$ cat src/hdl/fpsf_pkg.sv
`timescale 1ns / 1ps

package fpsf_pkg;

  // byte lanes and register field widths
  localparam int DATA_W       = 8;
  localparam int WIDTH_REG_W  = 11;
  localparam int HEIGHT_REG_W = 16;
  localparam int CHAN_REG_W   = 3;

  // register port
  localparam int APB_ADDR_W = 4;
  localparam int APB_DATA_W = 32;
  localparam int REG_IDX_W  = 2;

  localparam logic [REG_IDX_W-1:0] REG_FRAME_WIDTH   = 2'd0;
  localparam logic [REG_IDX_W-1:0] REG_FRAME_HEIGHT  = 2'd1;
  localparam logic [REG_IDX_W-1:0] REG_CHANNEL_COUNT = 2'd2;

  localparam logic [WIDTH_REG_W-1:0]  FRAME_WIDTH_RST   = 11'd640;
  localparam logic [HEIGHT_REG_W-1:0] FRAME_HEIGHT_RST  = 16'd480;
  localparam logic [CHAN_REG_W-1:0]   CHANNEL_COUNT_RST = 3'd3;

  // per-word control decided at the input side and carried down the pipeline
  typedef struct packed {
    logic take;      // sample enters the line stores and windows
    logic fire;      // word produces one result
    logic interior;  // result is a filtered value, else zero
    logic last;      // result closes the frame
  } fpsf_item_t;

endpackage

$ cat src/hdl/fpsf_out_fifo.sv
`timescale 1ns / 1ps

module fpsf_out_fifo import fpsf_pkg::*; (
  input  logic              clk_i,
  input  logic              rst_ni,
  input  logic              push_i,
  input  logic [DATA_W-1:0] pixel_i,
  input  logic              last_i,
  input  logic [1:0]        pending_i,
  input  logic              ready_i,
  output logic              valid_o,
  output logic [DATA_W-1:0] pixel_o,
  output logic              last_o,
  output logic              room_o
);

  localparam int FD    = 8;
  localparam int PTR_W = $clog2(FD);
  localparam int CNT_W = $clog2(FD + 1);

  logic [DATA_W:0]    entry_q [FD];
  logic [PTR_W-1:0]   wr_ptr_q, rd_ptr_q;
  logic [CNT_W-1:0]   count_q, count_d;
  logic               pop;
  logic [CNT_W:0]     reserved;

  assign pop     = (count_q != '0) && ready_i;
  assign count_d = count_q + CNT_W'(push_i) - CNT_W'(pop);

  // result words in flight plus buffered must fit before a new word is taken
  assign reserved = (CNT_W + 1)'(count_q) + (CNT_W + 1)'(pending_i);
  assign room_o   = reserved < (CNT_W + 1)'(FD);

  always_ff @(posedge clk_i or negedge rst_ni) begin
    if (!rst_ni) begin
      wr_ptr_q <= '0;
      rd_ptr_q <= '0;
      count_q  <= '0;
    end else begin
      if (push_i) begin
        wr_ptr_q <= wr_ptr_q + PTR_W'(1);
      end
      if (pop) begin
        rd_ptr_q <= rd_ptr_q + PTR_W'(1);
      end
      count_q <= count_d;
    end
  end

  always_ff @(posedge clk_i) begin
    if (push_i) begin
      entry_q[wr_ptr_q] <= {last_i, pixel_i};
    end
  end

  assign valid_o = count_q != '0;
  assign {last_o, pixel_o} = entry_q[rd_ptr_q];

  // credit scheme keeps the buffer from overflowing
  a_credit: assert property (@(posedge clk_i) disable iff (!rst_ni)
    reserved <= (CNT_W + 1)'(FD))
    else $error("output buffer over-committed");

  // empty buffer has matching pointers
  a_empty_ptr: assert property (@(posedge clk_i) disable iff (!rst_ni)
    (count_q == '0) |-> (rd_ptr_q == wr_ptr_q))
    else $error("output buffer pointers out of step");

endmodule

$ cat config.mk
export PLATFORM = sky130hd
export DESIGN_NAME = fpsf_out_fifo
export DESIGN_NICKNAME = d
export VERILOG_FILES = /design/src/hdl/fpsf_pkg.sv /design/src/hdl/fpsf_out_fifo.sv
export SDC_FILE = /design/constraint.sdc
export NUM_CORES = 1
export LEC_CHECK = 0
export BUFFER_PORTS_ARGS = -buffer_cell sky130_fd_sc_hd__clkbuf_2
export CAP_MARGIN = 0
export CORE_ASPECT_RATIO = 0.75
export CORE_UTILIZATION = 41
export DETAILED_ROUTE_END_ITERATION = 6
export SYNTH_ARGS = -nofsm -noshare
export SYNTH_HDL_FRONTEND = slang
export SYNTH_SLANG_ARGS = --single-unit
$ cat constraint.sdc
create_clock -name clk_i -period 3 [get_ports clk_i]
set_clock_uncertainty 0.1 [all_clocks]
set_input_delay 0.15 -clock clk_i [delete_from_list [all_inputs] [get_ports clk_i]]
set_output_delay 0.15 -clock clk_i [all_outputs]
set_load 0.01 [all_outputs]
==> out/results.tsv <==
metric	value	unit
yosys.area.top_type	edfxtp_1	
leakagePower	1.509	nW
worst_pin_slew	842.5	ps
synthAdderAreaFrac	0.03910	
ys_ff_latch	82	
cts_buffers	9	
grt_first_pass_wirelength	9528	um
cts_root_buf	clkbuf_8	
synth_seq_area_share	0.7112	
cpMostUsedCell	inv_1	
drt-initial-drc-count	72	
clk_latency	330	ps
syn_nets	189	
gp_congestion	0.7226	
gr-total-overflow	0	
synth_commonest_cells	edfxtp_1, dfrtp_1	
cpMaxStageDelayCell	or3b_2	
end_kind	flop	
syn_area_per_cell	20.68	um2
hold_viol_final	0	
arrival	2740	ps
critical_path.top_delay_family	adder cells	
power_density	928.2	nW/um2
synth.distinct_cells	26	
status	completed	
die_area	8645	um2
synthArstFlopShare	0.1220	
yosys.area_share.simple	0.02693	
antenna_cells	0	
initial_core_util	0.4265	
synth_most_common_cell	edfxtp_1	
grt_max_degree	20	
wl_per_cell	18.11	um
dieWidth	107.0	um
worstReg2RegEnd	count_q[1]	
final.setup.tns	0	ps
io_pins	26	
setup_viol	0	
required	3140	ps
cp_slowest_stage_delay	470	ps
syn_area	3392	um2
slew_headroom	0.4383	
final_nets	243	
worst_slack	398.4	ps
hp-class	in -> async	
crit_type	reg -> reg	
period_needed	2602	ps
rrSetupSlack	400	ps
post-place-ws	407.0	ps
die_h	80.77	um
holdWs	111.1	ps
fillers	639	
drt_pass1_iterations	4	
r2r_cells	11	
maxCapViolations	0	
synth_top_family_by_area	multiplexers	
drc_errors	0	
synth_compound_area_frac	0.008115	
r2r_start	count_q[2]	
max_freq	384.4	MHz
slew_violations	0	
routed_wirelength	5941	um
final_layout_size_suffix_gt1_frac	0.3184	
crit_fanout	3	
port-buffer-count	25	
post-cts-setup-buffers	0	
syn_to_final_growth	18.41	%
track_usage	0.1605	
synth_cells	164	
antenna_found_initial	0	
critPathLaunchType	flop	
yosys_warnings	0	
synth.top_cell.area_share	0.6374	
cts_tree	yes	
clockBufferDepth	2	
grt_setup_unrepaired	false	
dr_total_vias	1635	
cts.sinks	82	
vias_per_cell	4.985	
period_share	0.8672	
synthMuxAreaShare	0.1759	
clk_pin_slew_worst_paths	70	ps
num_rows	28	
crit_chain	inv_1, ha_1, or3b_2, nand2_1, inv_1, ha_1, inv_1, ha_1, inv_1, fa_1, inv_1	
synth_xor_area_frac	0.01549	
vdd_ir_drop_max	0.0004798	V
ant_nets	0	
core-area	7953	um2
yosys-top-cells-area	edfxtp_1, dfrtp_1, mux4_1	
grt_pass1_vias	1776	
synth_edf_count	72	
dp_hpwl	3930	um
path_buf_inv	5	
htreeDepth	3	
synth-main-ff-cell	edfxtp_1	
-- worst max-delay path by stage --
stage | slack (ps) | start | endpoint | cells past startpoint
after floorplan | 520 | count_q[2] | count_q[2] | 11
after global placement | 510 | count_q[2] | count_q[2] | 11
after detailed placement | 410 | count_q[2] | count_q[1] | 11
after CTS | 390 | count_q[2] | count_q[1] | 11
after global routing | 240 | count_q[2] | count_q[3] | 11
final | 400 | count_q[2] | count_q[1] | 11
-- registers in the layout (all words and copies together), names as in the netlist --
signal,flops
rd_ptr_q,3
count_q,4
entry_q,72
wr_ptr_q,3
-- power breakdown --
part | total [mW] | leakage, nW | internal (mW) | switching (mW)
combinational | 1.21 | 0.631 | 0.694 | 0.520
clock | 0.833 | 0.107 | 0.468 | 0.365
sequential | 1.68 | 0.771 | 1.46 | 0.216
-- kinds of logic after synthesis --
family	after synthesis
compound gates	4
xor+xnor	6
fa+ha+maj	10
buf+inv	14
flops	82
mux	29
simple gates	19
-- per-stage QoR --
step | instance area [um2] | utilization | power, mW | instances
after floorplan | 3392 | - | 2.558 | 164
after global placement | 3686 | 0.4635 | 2.869 | 300
after detailed placement | 3686 | 0.4635 | 2.936 | 300
after CTS | 4016 | 0.5050 | 3.783 | 328
after global routing | 4016 | 0.5050 | 3.952 | 328
final | 4016 | 0.5050 | 3.728 | 328
-- per-layer routing --
layer	part of all wire	GRT usage	up-vias
met2	0.53	0.2929	35
met1	0.42	0.1848	833
li1	-	-	763
met4	0.0024	0.02877	0
met5	0	0	-
met3	0.046	0.05859	4
-- area by class of cell --
class	count	area (um2)	area share
Clock buffer	11	131.4	0.03271
Clock inverter	5	78.83	0.01963
Inverter	9	33.78	0.008411
Multi-Input combinational cell	68	900.9	0.2243
Sequential cell	82	2412	0.6006
Tap cell	105	131.4	0.03271
Timing Repair Buffer	48	327.8	0.08162
-- timing repair --
item / in CTS / in global routing
resized for setup: 0 / 0
endpoints found under the hold margin: 84 / 0
hold buffers: 12 / 0
setup endpoints to repair: 0 / 0
-- layout by cell type (no fill, tap or decap), types with 3 or more instances in the layout --
cell and instances:
nor3_1 3, dfrtp_1 10, nand2_1 4, mux4_1 9
inv_1 9, clkbuf_2 25, nand2b_1 3, ha_1 9
clkbuf_8 9, mux2_4 9, dlygate4sd3_1 12, xnor2_1 4
mux4_2 9, buf_4 11, nor2_1 6, edfxtp_1 72
No activity file was read; power rests on OpenSTA's default activity.
