File: src/hdl/fpsf_pkg.sv
`timescale 1ns / 1ps

package fpsf_pkg;

  // byte lanes and register field widths
  localparam int DATA_W       = 8;
  localparam int WIDTH_REG_W  = 11;
  localparam int HEIGHT_REG_W = 16;
  localparam int CHAN_REG_W   = 3;

  // register port
  localparam int APB_ADDR_W = 4;
  localparam int APB_DATA_W = 32;
  localparam int REG_IDX_W  = 2;

  localparam logic [REG_IDX_W-1:0] REG_FRAME_WIDTH   = 2'd0;
  localparam logic [REG_IDX_W-1:0] REG_FRAME_HEIGHT  = 2'd1;
  localparam logic [REG_IDX_W-1:0] REG_CHANNEL_COUNT = 2'd2;

  localparam logic [WIDTH_REG_W-1:0]  FRAME_WIDTH_RST   = 11'd640;
  localparam logic [HEIGHT_REG_W-1:0] FRAME_HEIGHT_RST  = 16'd480;
  localparam logic [CHAN_REG_W-1:0]   CHANNEL_COUNT_RST = 3'd3;

  // per-word control decided at the input side and carried down the pipeline
  typedef struct packed {
    logic take;      // sample enters the line stores and windows
    logic fire;      // word produces one result
    logic interior;  // result is a filtered value, else zero
    logic last;      // result closes the frame
  } fpsf_item_t;

endpackage

File: src/hdl/fpsf_ctrl.sv
`timescale 1ns / 1ps

module fpsf_ctrl import fpsf_pkg::*; #(
  parameter int MAX_WIDTH    = 1024,
  parameter int MAX_CHANNELS = 4,
  localparam int DEPTH  = MAX_WIDTH * MAX_CHANNELS,
  localparam int ADDR_W = $clog2(DEPTH),
  localparam int CH_W   = $clog2(MAX_CHANNELS + 1)
) (
  input  logic                    clk_i,
  input  logic                    rst_ni,
  input  logic [WIDTH_REG_W-1:0]  cfg_width_i,
  input  logic [HEIGHT_REG_W-1:0] cfg_height_i,
  input  logic [CHAN_REG_W-1:0]   cfg_chan_i,
  input  logic                    restart_i,
  input  logic                    acc_i,
  input  logic                    action_i,
  output logic [ADDR_W-1:0]       in_col_o,
  output logic [CH_W-1:0]         chan_o,
  output fpsf_item_t              item_o
);

  localparam int LEN_W  = $clog2(DEPTH + 1);
  localparam int CW     = LEN_W + 1;
  localparam int LEAD_W = $clog2(DEPTH + MAX_CHANNELS + 2);

  logic [LEN_W-1:0]        w_eff;
  logic [CH_W-1:0]         c_eff;
  logic [HEIGHT_REG_W-1:0] h_eff;
  logic [HEIGHT_REG_W-1:0] h_last;
  logic [LEN_W-1:0]        len;
  logic [LEAD_W-1:0]       thr;

  logic [ADDR_W-1:0]       in_col_q, in_col_d;
  logic [HEIGHT_REG_W-1:0] in_row_q, in_row_d;
  logic                    in_done_q, in_done_d;
  logic [ADDR_W-1:0]       out_col_q, out_col_d;
  logic [HEIGHT_REG_W-1:0] out_row_q, out_row_d;
  logic [LEAD_W-1:0]       lead_q, lead_d;

  logic              take;
  logic              in_done_n;
  logic [LEAD_W-1:0] lead_inc;
  logic              fire;
  logic              out_last;
  logic              interior;

  // effective frame geometry, out-of-range values clamped
  always_comb begin
    if (cfg_width_i == '0) begin
      w_eff = LEN_W'(1);
    end else if (32'(cfg_width_i) > MAX_WIDTH) begin
      w_eff = LEN_W'(MAX_WIDTH);
    end else begin
      w_eff = LEN_W'(cfg_width_i);
    end
    if (cfg_chan_i == '0) begin
      c_eff = CH_W'(1);
    end else if (32'(cfg_chan_i) > MAX_CHANNELS) begin
      c_eff = CH_W'(MAX_CHANNELS);
    end else begin
      c_eff = CH_W'(cfg_chan_i);
    end
    h_eff  = (cfg_height_i == '0) ? HEIGHT_REG_W'(1) : cfg_height_i;
    h_last = h_eff - HEIGHT_REG_W'(1);
    len    = w_eff * LEN_W'(c_eff);
    thr    = LEAD_W'(len) + LEAD_W'(c_eff) + LEAD_W'(1);
  end

  // result position checks
  assign out_last = (out_row_q == h_last) &&
                    ((CW'(out_col_q) + CW'(1)) == CW'(len));
  assign interior = (out_row_q != '0) && (out_row_q < h_last) &&
                    (CW'(out_col_q) >= CW'(c_eff)) &&
                    ((CW'(out_col_q) + CW'(c_eff)) < CW'(len));

  // position counters and release decision
  always_comb begin
    in_col_d  = in_col_q;
    in_row_d  = in_row_q;
    in_done_n = in_done_q;
    out_col_d = out_col_q;
    out_row_d = out_row_q;

    take = acc_i && !action_i && !in_done_q;
    if (take) begin
      if ((CW'(in_col_q) + CW'(1)) == CW'(len)) begin
        in_col_d = '0;
        in_row_d = in_row_q + HEIGHT_REG_W'(1);
        if (in_row_q == h_last) begin
          in_done_n = 1'b1;
        end
      end else begin
        in_col_d = in_col_q + ADDR_W'(1);
      end
    end
    in_done_d = in_done_n;

    // results trail the input by one row plus one pixel
    lead_inc = lead_q + LEAD_W'(take);
    fire     = acc_i && (in_done_n || (lead_inc >= thr));
    lead_d   = lead_inc;

    if (fire) begin
      lead_d = lead_inc - LEAD_W'(1);
      if (out_last) begin
        in_col_d  = '0;
        in_row_d  = '0;
        in_done_d = 1'b0;
        out_col_d = '0;
        out_row_d = '0;
        lead_d    = '0;
      end else if ((CW'(out_col_q) + CW'(1)) == CW'(len)) begin
        out_col_d = '0;
        out_row_d = out_row_q + HEIGHT_REG_W'(1);
      end else begin
        out_col_d = out_col_q + ADDR_W'(1);
      end
    end

    if (restart_i) begin
      in_col_d  = '0;
      in_row_d  = '0;
      in_done_d = 1'b0;
      out_col_d = '0;
      out_row_d = '0;
      lead_d    = '0;
    end
  end

  always_ff @(posedge clk_i or negedge rst_ni) begin
    if (!rst_ni) begin
      in_col_q  <= '0;
      in_row_q  <= '0;
      in_done_q <= 1'b0;
      out_col_q <= '0;
      out_row_q <= '0;
      lead_q    <= '0;
    end else begin
      in_col_q  <= in_col_d;
      in_row_q  <= in_row_d;
      in_done_q <= in_done_d;
      out_col_q <= out_col_d;
      out_row_q <= out_row_d;
      lead_q    <= lead_d;
    end
  end

  assign in_col_o = in_col_q;
  assign chan_o   = c_eff;

  always_comb begin
    item_o.take     = take;
    item_o.fire     = fire;
    item_o.interior = interior;
    item_o.last     = out_last;
  end

  // output position never runs ahead of the release threshold
  a_lead_bound: assert property (@(posedge clk_i) disable iff (!rst_ni)
    lead_q < thr)
    else $error("lead counter reached release threshold");

  // a finished input frame always sits at column zero
  a_done_col: assert property (@(posedge clk_i) disable iff (!rst_ni)
    in_done_q |-> (in_col_q == '0))
    else $error("input column not cleared at frame end");

endmodule

File: config.mk
export PLATFORM = sky130hd
export DESIGN_NAME = fpsf_ctrl
export DESIGN_NICKNAME = d
export VERILOG_FILES = /design/src/hdl/fpsf_pkg.sv /design/src/hdl/fpsf_ctrl.sv
export SDC_FILE = /design/constraint.sdc
export NUM_CORES = 1
export LEC_CHECK = 0
export BUFFER_PORTS_ARGS = -buffer_cell sky130_fd_sc_hd__clkbuf_2
export CAP_MARGIN = 5
export CORE_ASPECT_RATIO = 0.75
export CORE_UTILIZATION = 55
export DETAILED_ROUTE_END_ITERATION = 8
export GPL_ROUTABILITY_DRIVEN = 0
export PLACE_DENSITY = 0.73
export REMOVE_ABC_BUFFERS = 1
export SLEW_MARGIN = 20
export SYNTH_ARGS = -nofsm -noshare
export SYNTH_HDL_FRONTEND = slang
export SYNTH_SLANG_ARGS = --single-unit
File: constraint.sdc
create_clock -name clk_i -period 6.05 [get_ports clk_i]
set_input_delay 0.605 -clock clk_i [delete_from_list [all_inputs] [get_ports clk_i]]
set_output_delay 0.605 -clock clk_i [all_outputs]
set_load 0.03 [all_outputs]
==> load_flow_metrics.sql, run 1 <==
INSERT INTO impl_metrics (metric_group, metric, value, unit) VALUES
('status', 'outcome', 'finished, violations left', ''),
('status', 'failing_checks', 'negative setup slack', ''),
('route', 'drt_wl_total', '25.61', 'mm'),
('finish', 'fin_util', '70.13', '%'),
('sta', 'hold_viol', '0', ''),
('setup_path', 'path_class', 'in -> out', ''),
('flow_run', 'maxcap_violations', '0', ''),
('finish', 'finish.instance_area', '10300', 'sq um'),
('die', 'chipHeight', '109.0', 'um'),
('global_routing', 'grt_use_met2', '45.40', '%'),
('sta', 'fin_worst_skew', '0.01458', 'ns'),
('die', 'initial_utilization', '57.15', '%'),
('synth', 'synth_top_cells_by_count', '92 x sky130_fd_sc_hd__nor2_1, 81 x sky130_fd_sc_hd__xnor2_1, 74 x sky130_fd_sc_hd__nand2_1', ''),
('route', 'average_wire_length_per_cell_after_detail_routing', '18.62', 'um'),
('route', 'drcViolationCount', '0', ''),
('cts', 'ctsLongestPathBuffers', '2', ''),
('die', 'placement_rows', '38', ''),
('setup_path', 'crit_path_slowest_cell', 'sky130_fd_sc_hd__fa_1', ''),
('sta', 'final_sum_of_negative_setup_slack', '-0.1945', 'ns'),
('cts', 'holdBufCountCts', '0', ''),
('placement', 'dp.final_hpwl', '18.63', 'mm'),
('synth', 'yosys-top-cells-area', 'sky130_fd_sc_hd__dfrtp_1 21%, sky130_fd_sc_hd__ha_1 10%, sky130_fd_sc_hd__xnor2_1 8.4%', ''),
('die', 'die_area', '15770', 'sq um'),
('cts', 'clock-sinks', '70', ''),
('synth', 'synth-seq-cells', '70', ''),
('synth', 'netlist_instances', '1048', ''),
('synth', 'cell_taking_the_most_area_after_synthesis', 'sky130_fd_sc_hd__dfrtp_1', ''),
('cts', 'clock_network_latency_to_the_later_pin_of_the_worst_skew_pair', '0.35', 'ns'),
('sta', 'maxClockFrequency', '160.1', 'MHz'),
('finish', 'n_antenna_cell', '0', ''),
('sta', 'setup_viol_count_final', '1', ''),
('synth', 'synth.avg_cell_area', '8.012', 'sq um'),
('sta', 'slew_headroom', '36.02', '%'),
('global_routing', 'globalRoute.totalOverflow', '0', ''),
('global_routing', 'pin_count_of_the_biggest_net_entering_global_routing', '71', ''),
('global_routing', 'grt_antenna_before_repair', '0', ''),
('setup_path', 'cell_type_with_the_highest_occurrence_count_on_the_critical_path', 'sky130_fd_sc_hd__inv_2', ''),
('route', 'detail_route.iter0.violations', '879', ''),
('route', 'vias', '8672', ''),
('cts', 'clk_pin_slew', '0.07', 'ns'),
('sta', 'fin_crit', '6.244', 'ns'),
('synth', 'synth_edf_count', '0', ''),
('global_routing', 'grt_usage', '32.41', '%'),
('synth', 'ys_async_sr_fraction', '100.0', '%'),
('finish', 'final_net_count', '1287', ''),
('setup_path', 'timing.critical_path.slowest_cell_delay', '0.49', 'ns'),
('global_routing', 'global_route.usage.met1', '49.88', '%'),
('synth', 'post-synth-top-area-fraction', '20.86', '%'),
('cts', 'tritoncts', 'done', ''),
('die', 'die_width', '144.7', 'um'),
('power_and_ir_drop', 'vdd_ir_drop_max', '0.1311', 'mV'),
('synth', 'yosys.cell_count.top_type', 'sky130_fd_sc_hd__nor2_1', ''),
('synth', 'ys_dominant_reg_cell', 'sky130_fd_sc_hd__dfrtp_1', ''),
('sta', 'worst_slew_pin_slew', '0.9598', 'ns'),
('sta', 'final_worst_path_period_share', '103.2', '%'),
('sta', 'worst_slack', '-0.1945', 'ns'),
('setup_path', 'critical_path_required', '5.44', 'ns'),
('worst_hold_path', 'hold_path.class', 'in -> async', ''),
('route', 'drt-vias-per-instance', '6.307', ''),
('synth', 'netlist_area', '8397', 'sq um'),
('route', 'detail-route-antenna-nets', '0', ''),
('synth', 'synth.distinct_cells', '86', ''),
('placement', 'place_area', '9490', 'sq um'),
('finish', 'layout_area_overhead', '22.71', '%'),
('power_and_ir_drop', 'cell_leakage_power', '0.004448', 'uW'),
('synth', 'proportion_of_synthesized_chip_area_in_sequential_cells', '20.86', '%'),
('setup_path', 'worst-endpoint-arrival', '5.64', 'ns'),
('placement', 'place.detailed.instances', '1348', ''),
('cts', 'cts_max_level', '3', ''),
('finish', 'final_cell_count_no_fill', '1375', ''),
('synth', 'synth-warning-count', '0', '');
==> layer usage <==
layer	up-vias	routed length (um)	share of wire, %
met5	-	0	0
met2	411	10550	41
li1	4055	-	-
met4	0	417	1.6
met1	4158	12290	48
met3	48	2346	9.2
==> final cells by class <==
class / instances / area, sq um
clock buffer: 10 / 229.0
clock inverter: 6 / 70.07
fill: 1147 / 4388
inverter: 52 / 195.2
multi-input combinational: 871 / 6502
sequential: 70 / 1752
tap: 200 / 250.2
timing repair buffer: 166 / 1305
==> state kept, by name (all words and copies together) (netlist names) <==
signal / flops
in_row_q: 16
lead_q: 13
in_done_q: 1
in_col_o: 12
out_row_q: 16
out_col_q: 12
==> worst max-delay path: cells and delay by family <==
kind                       cells  cell delay [ns]
and+or+nand+nor                8             1.35
xor gates and xnor gates       1             0.14
AOI/OAI and AO/OA              6             1.52
buffers and inverters          8             0.84
adders and majority gates      4             1.18
==> stage by stage <==
stage	power (uW)	worst slack, ns
2_1_floorplan	790.6	-1.532
3_3_place_gp	986.2	-0.2977
3_5_place_dp	993.5	-0.3638
4_1_cts	1554	-0.1191
5_1_grt	1684	-0.4576
6_report	1614	-0.1945
==> logic make-up after synthesis <==
kind of cell | after synthesis | share of synthesized area (%)
buffers and inverters | 107 | 5.379
multiplexers | 4 | 0.4917
AND/OR/NAND/NOR | 464 | 29.89
flip-flops | 70 | 20.86
AO/OA/AOI/OAI | 210 | 16.90
XOR/XNOR | 111 | 13.19
adder cells (fa/ha/maj) | 82 | 13.29
==> where the power goes <==
| group | internal [uW] | switching, uW | leakage (uW) |
|---|---|---|---|
| sequential | 478 | 13.0 | 0.000976 |
| clock | 323 | 234 | 0.000147 |
| combinational | 247 | 320 | 0.00333 |
==> cell usage in the layout, fill, tap and decap left out, types with 14 or more instances in the layout <==
cell                       Yosys  layout
sky130_fd_sc_hd__nor3_1       35      27
sky130_fd_sc_hd__nand2_1      74      73
sky130_fd_sc_hd__a21o_1       15      15
sky130_fd_sc_hd__nor4_1       19      16
sky130_fd_sc_hd__dfrtp_1      70      70
sky130_fd_sc_hd__and3_1       24      24
sky130_fd_sc_hd__o21ai_0      28      27
sky130_fd_sc_hd__nand4_1      36      36
sky130_fd_sc_hd__ha_1         70      67
sky130_fd_sc_hd__buf_4         6      98
sky130_fd_sc_hd__nor2_1       92      87
sky130_fd_sc_hd__o31ai_1      20      14
sky130_fd_sc_hd__and2_1       29      28
sky130_fd_sc_hd__a21oi_2       2      14
sky130_fd_sc_hd__xor2_1       20      20
sky130_fd_sc_hd__o21a_1       17      17
sky130_fd_sc_hd__a21oi_1      65      53
sky130_fd_sc_hd__nand3_1      65      61
sky130_fd_sc_hd__inv_1        50      48
sky130_fd_sc_hd__xnor2_1      81      81
sky130_fd_sc_hd__clkbuf_2      0      48
==> final timing paths <==
check | start | to | slack [ns] | cells after the start
max in group asynchronous | rst_ni | in_col_o[4]$_DFF_PN0_ | 5.02 | 1
max | cfg_width_i[6] | item_o[2] | -0.19 | 27
max reg2reg | in_done_q$_DFF_PN0_ | lead_q[7]$_DFF_PN0_ | 0.90 | 19
min reg2reg | in_col_o[10]$_DFF_PN0_ | in_col_o[10]$_DFF_PN0_ | 0.57 | 2
min | rst_ni | out_row_q[12]$_DFFE_PN0P_ | 0.38 | 1
min in group clk_i | in_col_o[10]$_DFF_PN0_ | in_col_o[10]$_DFF_PN0_ | 0.57 | 2
==> what timing repair did <==
action                                  CTS  global route
gates cloned                              0             3
setup buffers                             0             8
gates resized for setup                  10            80
endpoints found under the setup margin   10            72
pin swaps                                 3            21
hold endpoints to repair                  0             0
Note: power is estimated with default switching activity, not from simulation.
==> run 2: changes to the inputs <==
CELL_PAD_IN_SITES_DETAIL_PLACEMENT = 0   (was default)
CELL_PAD_IN_SITES_GLOBAL_PLACEMENT = 1   (was default)
CORE_UTILIZATION = 43   (was 55)
PLACE_DENSITY = 0.76   (was 0.73)
==> load_flow_metrics.sql, run 2 (synthesis results as in run 1) <==
INSERT INTO impl_metrics (metric_group, metric, value, unit) VALUES
('route', 'drt_wl_total', '25.94', 'mm'),
('sta', 'worst_slack', '-0.2343', 'ns'),
('sta', 'maxClockFrequency', '159.1', 'MHz'),
('power_and_ir_drop', 'vdd_ir_drop_max', '0.1062', 'mV'),
('sta', 'final_worst_path_period_share', '103.9', '%'),
('power_and_ir_drop', 'p_per_area', '155.9', 'nW/um^2'),
('status', 'outcome', 'finished, violations left', ''),
('global_routing', 'pin_count_of_the_biggest_net_entering_global_routing', '71', ''),
('finish', 'fill_cells', '1787', ''),
('setup_path', 'critical_path_required', '5.44', 'ns'),
('cts', 'clock_network_latency_to_the_later_pin_of_the_worst_skew_pair', '0.36', 'ns'),
('cts', 'clock-sinks', '70', ''),
('cts', 'holdBufCountCts', '0', ''),
('setup_path', 'timing.critical_path.from_type', 'input pin', ''),
('route', 'detail_route.first_pass.iterations', '5', ''),
('finish', 'final_common_cell', 'sky130_fd_sc_hd__buf_4', ''),
('worst_hold_path', 'hold_path.class', 'in -> async', ''),
('global_routing', 'grt_first_pass_wirelength', '41.08', 'mm'),
('cts', 'clk_pin_slew', '0.07', 'ns'),
('sta', 'rsz0062_at_grt', 'yes', ''),
('die', 'die_width', '163.4', 'um'),
('placement', 'place.detailed.instances', '1398', ''),
('die', 'chipHeight', '123.0', 'um'),
('setup_path', 'worst-endpoint-arrival', '5.68', 'ns'),
('finish', 'layout_common_cells', '102 x sky130_fd_sc_hd__buf_4, 90 x sky130_fd_sc_hd__nor2_1, 78 x sky130_fd_sc_hd__xnor2_1', ''),
('global_routing', 'grt_usage', '26.24', '%'),
('setup_path', 'worst_r2r_path_depth', '19', ''),
('sta', 'slew_headroom', '35.89', '%'),
('route', 'detail_route.iter0.violations', '511', ''),
('route', 'drt-vias-per-instance', '5.876', ''),
('finish', 'layout_area_overhead', '23.29', '%'),
('cts', 'clock_tree.root_cell', 'sky130_fd_sc_hd__clkbuf_16', ''),
('die', 'core_area', '18780', 'sq um'),
('finish', 'final_cell_count_no_fill', '1423', ''),
('cts', 'tritoncts', 'done', ''),
('global_routing', 'grt_antenna_before_repair', '0', ''),
('flow_run', 'maxcap_violations', '0', ''),
('route', 'average_wire_length_per_cell_after_detail_routing', '18.23', 'um'),
('sta', 'fin_worst_skew', '0.01201', 'ns'),
('sta', 'setup_viol_count_final', '1', ''),
('die', 'placement_rows', '43', ''),
('placement', 'place_ws', '-0.3755', 'ns'),
('status', 'failing_checks', 'negative setup slack', ''),
('finish', 'reg.largest.list', 'in_row_q: 16 flops, out_row_q: 16 flops, lead_q: 13 flops', ''),
('placement', 'dp.final_hpwl', '19.60', 'mm'),
('setup_path', 'endpoint_kind', 'output pin', ''),
('global_routing', 'vias_in_the_first_global_route', '7613', ''),
('die', 'die_area', '20100', 'sq um'),
('sta', 'worst_slew_pin_slew', '0.9617', 'ns'),
('finish', 'finish.instance_area', '10350', 'sq um'),
('finish', 'final_net_count', '1288', ''),
('die', 'initial_utilization', '44.72', '%'),
('route', 'detail-route-antenna-nets', '0', ''),
('setup_path', 'ff2ff_setup_slack', '1.05', 'ns'),
('cts', 'ctsLongestPathBuffers', '2', ''),
('sta', 'fin_crit', '6.284', 'ns'),
('sta', 'maxSlewViolCount', '0', ''),
('finish', 'seq_area', '1752', 'sq um'),
('finish', 'drive_above_1_share', '23.47', '%'),
('finish', 'multiInputGateArea', '6533', 'sq um'),
('placement', 'place_area', '9547', 'sq um'),
('setup_path', 'critical_path.max_fanout', '3', ''),
('die', 'ioPinCount', '54', ''),
('route', 'vias', '8361', ''),
('sta', 'hold_viol', '0', ''),
('cts', 'cts_max_level', '3', ''),
('placement', 'port-buffer-count', '53', ''),
('route', 'drcViolationCount', '0', ''),
('setup_path', 'path_class', 'in -> out', ''),
('global_routing', 'globalRoute.totalOverflow', '0', ''),
('power_and_ir_drop', 'cell_leakage_power', '0.004485', 'uW'),
('cts', 'cts_made_buffers', '9', ''),
('finish', 'n_antenna_cell', '0', '');
run 2: power breakdown:
group | switching [uW] | internal (uW)
clock | 257 | 294
sequential | 12.3 | 478
combinational | 321 | 253
run 2: through the flow:
stage	power (uW)	utilization, %	TNS, ns	hold slack (ns)
after floorplan	790.6	-	-88.62	0.3094
after global placement	998.5	50.84	-11.24	0.5549
after detailed placement	1000	50.84	-18.41	0.5705
after CTS	1567	52.99	-0.1400	0.4313
after global routing	1698	55.13	-4.586	0.4657
final	1614	55.13	-0.2343	0.3727
run 2: layer usage:
| metal | vias up | global-route usage (%) | part of all wire (%) |
|---|---|---|---|
| li1 | 4068 | - | - |
| met1 | 4033 | 42.79 | 53 |
| met2 | 240 | 35.51 | 40 |
| met3 | 20 | 3.656 | 5.9 |
| met4 | 0 | 5.023 | 1.0 |
| met5 | - | 0 | 0 |
run 2: worst paths after layout:
check / from / to
min: rst_ni / out_row_q[9]$_DFFE_PN0P_
min in group clk_i: in_col_o[10]$_DFF_PN0_ / in_col_o[10]$_DFF_PN0_
max: cfg_width_i[6] / item_o[2]
max in group asynchronous: rst_ni / in_col_o[1]$_DFF_PN0_
max reg2reg: in_done_q$_DFF_PN0_ / lead_q[12]$_DFF_PN0_
min reg2reg: in_col_o[10]$_DFF_PN0_ / in_col_o[10]$_DFF_PN0_
run 2: what timing repair did:
item | 4_1_cts | 5_1_grt
resized for setup | 17 | 76
endpoints found under the setup margin | 1 | 73
pin swaps | 6 | 14
setup buffers | 3 | 5
gates cloned | 0 | 2
run 2: area by class of cell:
cell class	count	area share [%]
Sequential cell	70	16.92
Inverter	52	1.910
Timing Repair Buffer	167	12.17
Tap cell	247	2.985
Multi-Input combinational cell	871	63.10
Clock buffer	9	2.175
Clock inverter	7	0.7373
run 2: worst max-delay path, stage by stage:
cell	delay, ns
sky130_fd_sc_hd__buf_8	0.10
sky130_fd_sc_hd__nor4_4	0.24
sky130_fd_sc_hd__buf_4	0.16
sky130_fd_sc_hd__a31oi_2	0.10
sky130_fd_sc_hd__or3_4	0.40
sky130_fd_sc_hd__fa_1	0.55
sky130_fd_sc_hd__inv_1	0.05
sky130_fd_sc_hd__ha_2	0.19
sky130_fd_sc_hd__inv_2	0.05
sky130_fd_sc_hd__fa_2	0.20
sky130_fd_sc_hd__and2b_2	0.24
sky130_fd_sc_hd__o2111a_2	0.29
sky130_fd_sc_hd__or4_4	0.42
sky130_fd_sc_hd__and2_4	0.17
sky130_fd_sc_hd__nand3_4	0.07
sky130_fd_sc_hd__nor2_4	0.04
sky130_fd_sc_hd__nand2_2	0.07
sky130_fd_sc_hd__buf_6	0.10
sky130_fd_sc_hd__xnor2_2	0.05
sky130_fd_sc_hd__ha_1	0.31
sky130_fd_sc_hd__a211o_1	0.28
sky130_fd_sc_hd__a221oi_2	0.21
sky130_fd_sc_hd__a221oi_2	0.10
sky130_fd_sc_hd__o21a_1	0.24
sky130_fd_sc_hd__a21oi_4	0.19
sky130_fd_sc_hd__inv_2	0.08
sky130_fd_sc_hd__clkbuf_8	0.16
